--- config.mk ---
export PLATFORM = sky130hd
export DESIGN_NAME = escape_sequence_decoder_core
export DESIGN_NICKNAME = d
export VERILOG_FILES = /design/src/rtl/core/esd_pkg.sv /design/src/rtl/core/escape_sequence_decoder_core.sv
export SDC_FILE = /design/constraint.sdc
export NUM_CORES = 1
export LEC_CHECK = 0
export ABC_AREA = 1
export BUFFER_PORTS_ARGS = -buffer_cell sky130_fd_sc_hd__buf_2
export CELL_PAD_IN_SITES_DETAIL_PLACEMENT = 1
export CELL_PAD_IN_SITES_GLOBAL_PLACEMENT = 2
export CORE_ASPECT_RATIO = 1.75
export CORE_MARGIN = 3
export CORE_UTILIZATION = 33
export CTS_BUF_LIST = sky130_fd_sc_hd__clkbuf_16
export DETAILED_ROUTE_END_ITERATION = 8
export GPL_ROUTABILITY_DRIVEN = 0
export PLACE_DENSITY = 0.86
export SLEW_MARGIN = 0
export SYNTH_ARGS = -nofsm -noshare
export SYNTH_HDL_FRONTEND = slang
export SYNTH_SLANG_ARGS = --single-unit
--- constraint.sdc ---
create_clock -name i_clk -period 5.42 [get_ports i_clk]
set_input_delay 1.084 -clock i_clk [delete_from_list [all_inputs] [get_ports i_clk]]
set_output_delay 1.084 -clock i_clk [all_outputs]
set_load 0.1 [all_outputs]
--- src/rtl/core/esd_pkg.sv ---
`timescale 1ns / 1ps
`default_nettype none

package esd_pkg;

    // One input word: a raw character and the end-of-string flag.
    typedef struct packed {
        logic [7:0] ch;
        logic       end_of_string;
    } t_in;

    // One result word: a decoded character or a token end marker.
    typedef struct packed {
        logic [7:0] out_char;
        logic [1:0] term;
    } t_out;

    localparam logic [1:0] TERM_CHAR = 2'd0;
    localparam logic [1:0] TERM_STOP = 2'd1;
    localparam logic [1:0] TERM_EOS  = 2'd2;

    localparam logic [7:0] CARET_CHAR   = 8'h5E;
    localparam logic [7:0] BSLASH_CHAR  = 8'h5C;
    localparam logic [7:0] CARET_OFFSET = 8'o100;
    localparam logic [7:0] STOP_RESET   = 8'd32;

    localparam int MAX_RES    = 3;
    localparam int FIFO_DEPTH = 8;
    localparam int FIFO_AW    = $clog2(FIFO_DEPTH);
    localparam int FIFO_CW    = FIFO_AW + 1;

    function automatic logic is_octal(input logic [7:0] c);
        return (c >= 8'h30) && (c <= 8'h37);
    endfunction

    // Backslash letter escapes; anything else stands for itself.
    function automatic logic [7:0] escape_of(input logic [7:0] c);
        logic [7:0] v;
        case (c)
            8'h6E:   v = 8'h0A;
            8'h72:   v = 8'h0D;
            8'h74:   v = 8'h09;
            8'h62:   v = 8'h08;
            8'h66:   v = 8'h0C;
            default: v = c;
        endcase
        return v;
    endfunction

endpackage

`default_nettype wire

--- src/rtl/core/escape_sequence_decoder_core.sv ---
`timescale 1ns / 1ps
`default_nettype none
// Result words of an accepted input word are queued and leave in order on o_out_data.
// Throughput: one input word per cycle while the queue has room; each yields zero to
// three result words, drained from an eight-entry result queue one per cycle while
// i_out_ready is high, so the sustained rate is set by the single output port.
// Reset (synchronous, i_rst_n low): mode to normal, octal value to zero, stop character
// to 32 (space), result queue emptied.

module escape_sequence_decoder_core (
    input  wire                  i_clk,
    input  wire                  i_rst_n,
    // input channel
    input  wire                  i_in_valid,
    output logic                 o_in_ready,
    input  esd_pkg::t_in         i_in_data,
    // result channel
    output logic                 o_out_valid,
    input  wire                  i_out_ready,
    output esd_pkg::t_out        o_out_data,
    // stop character register
    input  wire                  i_cfg_valid,
    output logic                 o_cfg_ready,
    input  wire [7:0]            i_cfg_data
);
    import esd_pkg::*;

    typedef enum logic [2:0] {
        M_NORMAL = 3'd0,
        M_CARET  = 3'd1,
        M_BSLASH = 3'd2,
        M_OCT1   = 3'd3,
        M_OCT2   = 3'd4
    } t_mode;

    t_mode                r_mode;
    t_mode                n_mode;
    logic [8:0]           r_octal;
    logic [8:0]           n_octal;
    logic [7:0]           r_stop_char;

    // result queue
    t_out                 r_fifo [FIFO_DEPTH];
    logic [FIFO_AW-1:0]   r_wr;
    logic [FIFO_AW-1:0]   r_rd;
    logic [FIFO_CW-1:0]   r_count;

    // decode outputs
    t_out                 res [MAX_RES];
    logic [1:0]           n_push;

    logic                 in_fire;
    logic                 out_fire;

    // Accept only while the queue has room for the worst case of one word.
    assign o_in_ready  = (r_count <= FIFO_CW'(FIFO_DEPTH - MAX_RES));
    assign in_fire     = i_in_valid && o_in_ready;
    assign o_out_valid = (r_count != '0);
    assign out_fire    = o_out_valid && i_out_ready;
    assign o_out_data  = r_fifo[r_rd];
    assign o_cfg_ready = 1'b1;

    // Decode one character against the current mode. Results are appended in order;
    // at most three: a pending octal value, the character itself, then the string end.
    always_comb begin
        logic [7:0] c;
        logic       eos;
        logic [8:0] acc;
        logic       run_normal;
        c          = i_in_data.ch;
        eos        = i_in_data.end_of_string;
        acc        = {r_octal[5:0], c[2:0]};
        run_normal = 1'b0;
        n_push     = 2'd0;
        n_mode     = M_NORMAL;
        n_octal    = r_octal;
        for (int k = 0; k < MAX_RES; k++) begin
            res[k] = '{out_char: 8'h00, term: TERM_CHAR};
        end

        case (r_mode)
            M_CARET: begin
                res[n_push] = '{out_char: c - CARET_OFFSET, term: TERM_CHAR};
                n_push      = n_push + 2'd1;
            end
            M_BSLASH: begin
                if (is_octal(c)) begin
                    n_octal = {6'd0, c[2:0]};
                    if (eos) begin
                        res[n_push] = '{out_char: {5'd0, c[2:0]}, term: TERM_CHAR};
                        n_push      = n_push + 2'd1;
                    end else begin
                        n_mode = M_OCT1;
                    end
                end else begin
                    res[n_push] = '{out_char: escape_of(c), term: TERM_CHAR};
                    n_push      = n_push + 2'd1;
                end
            end
            M_OCT1, M_OCT2: begin
                if (is_octal(c)) begin
                    n_octal = acc;
                    if (eos || (r_mode == M_OCT2)) begin
                        res[n_push] = '{out_char: acc[7:0], term: TERM_CHAR};
                        n_push      = n_push + 2'd1;
                    end else begin
                        n_mode = M_OCT2;
                    end
                end else begin
                    // Flush the cut-short octal run, then treat the character as normal.
                    res[n_push] = '{out_char: r_octal[7:0], term: TERM_CHAR};
                    n_push      = n_push + 2'd1;
                    run_normal  = 1'b1;
                end
            end
            default: begin
                run_normal = 1'b1;
            end
        endcase

        if (run_normal) begin
            if (c == r_stop_char) begin
                res[n_push] = '{out_char: 8'h00, term: TERM_STOP};
                n_push      = n_push + 2'd1;
            end else if (c == CARET_CHAR) begin
                // A caret at the string end stands for itself.
                if (eos) begin
                    res[n_push] = '{out_char: c, term: TERM_CHAR};
                    n_push      = n_push + 2'd1;
                end else begin
                    n_mode = M_CARET;
                end
            end else if (c == BSLASH_CHAR) begin
                // Drop a lone backslash at the string end.
                if (!eos) begin
                    n_mode = M_BSLASH;
                end
            end else begin
                res[n_push] = '{out_char: c, term: TERM_CHAR};
                n_push      = n_push + 2'd1;
            end
        end

        if (eos) begin
            res[n_push] = '{out_char: 8'h00, term: TERM_EOS};
            n_push      = n_push + 2'd1;
            n_mode      = M_NORMAL;
        end
    end

    // Decoder state and the stop character register.
    always_ff @(posedge i_clk) begin
        if (!i_rst_n) begin
            r_mode      <= M_NORMAL;
            r_octal     <= '0;
            r_stop_char <= STOP_RESET;
        end else begin
            if (in_fire) begin
                r_mode  <= n_mode;
                r_octal <= n_octal;
            end
            if (i_cfg_valid) begin
                r_stop_char <= i_cfg_data;
            end
        end
    end

    // Queue pointers and fill count: push up to three, pop one.
    always_ff @(posedge i_clk) begin
        if (!i_rst_n) begin
            r_wr    <= '0;
            r_rd    <= '0;
            r_count <= '0;
        end else begin
            if (in_fire) begin
                r_wr <= r_wr + FIFO_AW'(n_push);
            end
            if (out_fire) begin
                r_rd <= r_rd + FIFO_AW'(1);
            end
            r_count <= r_count + (in_fire ? FIFO_CW'(n_push) : FIFO_CW'(0))
                               - (out_fire ? FIFO_CW'(1) : FIFO_CW'(0));
        end
    end

    // Queue storage: payload only, no reset.
    always_ff @(posedge i_clk) begin
        for (int k = 0; k < MAX_RES; k++) begin
            if (in_fire && (k < int'(n_push))) begin
                r_fifo[r_wr + FIFO_AW'(k)] <= res[k];
            end
        end
    end

endmodule

`default_nettype wire
==> results.rst <==
.. list-table::
   :header-rows: 1

   * - Metric
     - Value
   * - Post-synthesis instance total
     - 1133
   * - XOR/XNOR share of the synthesized area
     - 0.986%
   * - Source of the worst hold timing path
     - r_rd[2]
   * - Die X
     - 124 µm
   * - Startpoint of the most critical register-to-register path
     - r_mode[1]
   * - Sequential area share after synthesis
     - 38.1%
   * - Syn Area/Cell
     - 7.05 µm²
   * - Clock root buffer
     - sky130_fd_sc_hd__clkbuf_16
   * - Per-cell via count in the routed design
     - 5.21
   * - Share of async-settable or async-resettable flops after synthesis
     - 0%
   * - Final sum of negative setup slack
     - 0 ns
   * - Relative slew margins
     - 31.0%
   * - Maximum count of clock buffers along a single path
     - 2
   * - Setup repair after global routing missed its margin
     - no
   * - Critical-path cell list
     - buf_2 > inv_1 > ha_1 > inv_1 > nor2_1 > nand3_1 > nand2_1 > nand2_1 > nor2_4 > inv_2 > ha_1 > nand3_1 > nand2_1 > nand2_1 > nand3_2 > nand2_2 > inv_1 > ha_1 > or2_2 > nand2_4 > buf_12 > nand4_4 > nand3_1
   * - Final worst path period share
     - 88.6%
   * - Power density relative to cell area
     - 498 nW/µm²
   * - H-Tree Depth
     - 3
   * - Type of the worst setup path
     - primary input to flip-flop
   * - Share of post-route cells with drive strength above 1
     - 11.4%
   * - Slowest stage cell, crit path
     - sky130_fd_sc_hd__nand3_1
   * - Largest net degree at the start of global routing
     - 89
   * - Sequential fraction of design power
     - 28.0%
   * - Clock tree from TritonCTS
     - yes
   * - Ranking of synthesized cells by area
     - sky130_fd_sc_hd__edfxtp_1 30%, sky130_fd_sc_hd__nand2_1 15%, sky130_fd_sc_hd__dfxtp_1 8.0%
   * - Total number of yosys warnings
     - 0
   * - Total count of max-transition violations in the final report
     - 0
   * - Clk sinks
     - 112
   * - Area fraction in and, or, nand and nor cells after synthesis
     - 39.3%
   * - Worst Tran Pin Value
     - 1.03 ns
   * - Fillers
     - 3017
   * - Maximum capacitance violations
     - 0
   * - Count of state elements after synthesis
     - 112
   * - Residual antenna-violating net count after detailed routing
     - 0
   * - Highest Clock Rate
     - 208 MHz
   * - Post-CTS Repair Setup Buffers
     - 0
   * - Drt first pass iters
     - 4
   * - Reported leakage power
     - 4.17 nW
   * - Die outline area
     - 26200 µm²
   * - Number of enable flip-flop cells after synthesis
     - 80
   * - Arrival time of data at the critical path endpoint
     - 4.82 ns
   * - Post-synthesis instance area
     - 7990 µm²
   * - Switch share
     - 52.0%
   * - Portion of synthesized cell area occupied by the leading cell type
     - 30.1%
   * - Wire length of the first global-routing pass
     - 43.9 mm
   * - Result of the run
     - finished clean
   * - Flip-flop cell with the highest count after synthesis
     - sky130_fd_sc_hd__edfxtp_1
   * - Gate family responsible for the most delay along the worst path
     - simple AND/OR/NAND/NOR gates
   * - Worst clock skew
     - 0.0101 ns
   * - Detailed placement HPWL
     - 22.0 mm
   * - Clock Latency Late Sink
     - 0.38 ns
   * - Total CTS buffers
     - 9
   * - Top-level port count
     - 35
   * - Share of the core filled with cells
     - 37.2%
   * - Worst path max stage delay
     - 0.46 ns
   * - Cell internal pwr
     - 2.10 mW
   * - Synth Area in Compound Gates
     - 8.74%
   * - Routed vias
     - 7577
   * - Total Routing Usage GR
     - 22.2%
   * - GRT Residual Overflow
     - 0
   * - Timing startpoint of the critical path
     - i_in_data[8]
   * - Worst vdd rail ir drop
     - 219 µV
   * - Starting DRT DRC Count
     - 319
   * - Row count
     - 74
   * - Unique cell type count in the Yosys netlist
     - 39
   * - Gates resized, CTS repair
     - 0
   * - Area growth from synthesis to final layout
     - 9.78%
   * - Initial Utilization
     - 33.9%
   * - Worst-path fanout max
     - 88
   * - Antenna Cells
     - 0
   * - Required time of the critical path
     - 5.44 ns
   * - Multiplexer area fraction after synthesis
     - 0%
   * - Number of buffer cells added on primary ports
     - 33
   * - Bufs and invs on worst path
     - 6
   * - Number of antenna violations at the first check in global routing
     - 0
   * - Cell type with the highest aggregate area in the netlist
     - sky130_fd_sc_hd__edfxtp_1
   * - Number of endpoints with negative hold slack in the final report
     - 0
   * - Area of the core region
     - 23600 µm²
   * - # nets final
     - 1186
   * - Largest family of logic cells by synthesized area
     - simple AND/OR/NAND/NOR gates
   * - Arithmetic-cell share of the synthesized area counting full adders, half adders and majority gates
     - 3.16%
   * - Clock network power share
     - 16.3%
   * - Reg clk slew, reported paths
     - 0.07 ns
   * - Power dissipated by switching net loads
     - 2.27 mW
   * - Setup WS pre-CTS
     - 0.193 ns
   * - DR DRC count
     - 0
   * - Most common cell on crit path
     - sky130_fd_sc_hd__nand2_1
   * - Number of global-route vias before repair
     - 7891
   * - Post-Synthesis Net Count
     - 1174
   * - Classification of the worst-slack hold path
     - flip-flop to flip-flop
   * - Number of hold-repair buffers added at the cts stage
     - 0
   * - Crit start category
     - primary input
   * - Min setup slack post-route
     - 0.616 ns
   * - Setup-failing EPs final
     - 0
   * - Drt total wl
     - 27.7 mm
   * - Die Span Y
     - 212 µm
   * - Final critical delay including setup and external delays
     - 4.80 ns
   * - WL/cell
     - 19.0 µm
   * - Setup crit end kind
     - flip-flop
   * - Share of power burned in combinational logic
     - 55.6%
[final cells by class]
cell class                 count  area, µm²  area share, %
clock buffer                   9        225           2.57
clock inverter                 7       86.3          0.984
inverter                     134        503           5.73
multi-input combinational    830       4170           47.5
sequential                   112       3040           34.7
tap                          304        380           4.33
timing repair buffer          58        365           4.16
[cell families (layout without fill, tap and decap cells)]
family	Yosys count	in the layout
flops	112	112
other cells	1	1
compound gates	133	133
xor+xnor	9	9
buf+inv	191	208
fa+ha+maj	19	19
simple gates	668	668
[power by group through the flow]
stage,sequential [mW],clock [mW],combinational [mW]
after floorplan,1.20,0,1.82
after global placement,1.24,0,2.38
after detailed placement,1.25,0,2.43
after CTS,1.23,0.738,2.44
after global routing,1.24,0.762,2.69
final,1.23,0.715,2.43
[cell usage in the layout, fill, tap and decap left out, types with 13 or more instances in the layout]
| master | count |
|---|---|
| sky130_fd_sc_hd__a21oi_1 | 33 |
| sky130_fd_sc_hd__inv_2 | 14 |
| sky130_fd_sc_hd__o21ai_0 | 77 |
| sky130_fd_sc_hd__ha_1 | 17 |
| sky130_fd_sc_hd__nor3_1 | 13 |
| sky130_fd_sc_hd__nand2_1 | 323 |
| sky130_fd_sc_hd__buf_4 | 24 |
| sky130_fd_sc_hd__nand4_1 | 80 |
| sky130_fd_sc_hd__nor2_1 | 138 |
| sky130_fd_sc_hd__inv_1 | 119 |
| sky130_fd_sc_hd__dfxtp_1 | 32 |
| sky130_fd_sc_hd__buf_2 | 33 |
| sky130_fd_sc_hd__nand3_1 | 68 |
| sky130_fd_sc_hd__edfxtp_1 | 80 |
[sequential cells by signal, indices dropped and copies added (netlist names), named ones only]
name	count
r_stop_char	8
r_count	4
r_octal	8
r_rd	3
r_mode	3
r_wr	3
r_fifo	80
[worst paths after layout]
check	endpoint	slack, ns	cells past startpoint
setup / recovery	r_fifo[7][1]	0.62	23
hold / removal	flip-flop	0.46	2
setup reg to reg	r_fifo[7][1]	1.16	19
hold reg to reg	flip-flop	0.46	2
[synth_stat cells (7+ instances only)]
cell and count:
sky130_fd_sc_hd__a21oi_1 33, sky130_fd_sc_hd__a31oi_1 10, sky130_fd_sc_hd__buf_1 9, sky130_fd_sc_hd__buf_2 18, sky130_fd_sc_hd__clkbuf_1 22, sky130_fd_sc_hd__dfxtp_1 32, sky130_fd_sc_hd__edfxtp_1 80, sky130_fd_sc_hd__ha_1 17
sky130_fd_sc_hd__inv_1 118, sky130_fd_sc_hd__inv_2 14, sky130_fd_sc_hd__nand2_1 323, sky130_fd_sc_hd__nand3_1 68, sky130_fd_sc_hd__nand4_1 80, sky130_fd_sc_hd__nand4_4 8, sky130_fd_sc_hd__nor2_1 138, sky130_fd_sc_hd__nor2_2 11
sky130_fd_sc_hd__nor3_1 13, sky130_fd_sc_hd__nor3_2 7, sky130_fd_sc_hd__o21ai_0 77, sky130_fd_sc_hd__o22ai_1 10
[worst reg2reg max path: stages, from the launching register on]
cell	delay, ns
sky130_fd_sc_hd__dfxtp_1	0.39
sky130_fd_sc_hd__inv_1	0.10
sky130_fd_sc_hd__nor3_4	0.37
sky130_fd_sc_hd__nand2_1	0.13
sky130_fd_sc_hd__nand2_1	0.12
sky130_fd_sc_hd__nor2_4	0.06
sky130_fd_sc_hd__inv_2	0.19
sky130_fd_sc_hd__ha_1	0.28
sky130_fd_sc_hd__nand3_1	0.08
sky130_fd_sc_hd__nand2_1	0.06
sky130_fd_sc_hd__nand2_1	0.07
sky130_fd_sc_hd__nand3_2	0.11
sky130_fd_sc_hd__nand2_2	0.13
sky130_fd_sc_hd__inv_1	0.05
sky130_fd_sc_hd__ha_1	0.28
sky130_fd_sc_hd__or2_2	0.32
sky130_fd_sc_hd__nand2_4	0.10
sky130_fd_sc_hd__buf_12	0.36
sky130_fd_sc_hd__nand4_4	0.26
sky130_fd_sc_hd__nand3_1	0.46
[stage by stage]
stage | area, µm² | std cells | power (mW) | hold slack (ns)
after floorplan | 7990 | 1133 | 3.02 | 0.433
after global placement | 8460 | 1438 | 3.62 | 0.458
after detailed placement | 8460 | 1438 | 3.68 | 0.458
after CTS | 8770 | 1454 | 4.41 | 0.469
after global routing | 8770 | 1454 | 4.70 | 0.493
final | 8770 | 1454 | 4.37 | 0.463
[metal layers]
layer / GRT usage [%] / vias to the layer above / routed length [µm]
li1: - / 3774 / -
met1: 23.1 / 3579 / 9930
met2: 41.4 / 158 / 15300
met3: 2.81 / 66 / 812
met4: 12.8 / 0 / 1600
met5: 0 / - / 0
Power figures use the tool's default switching activity.
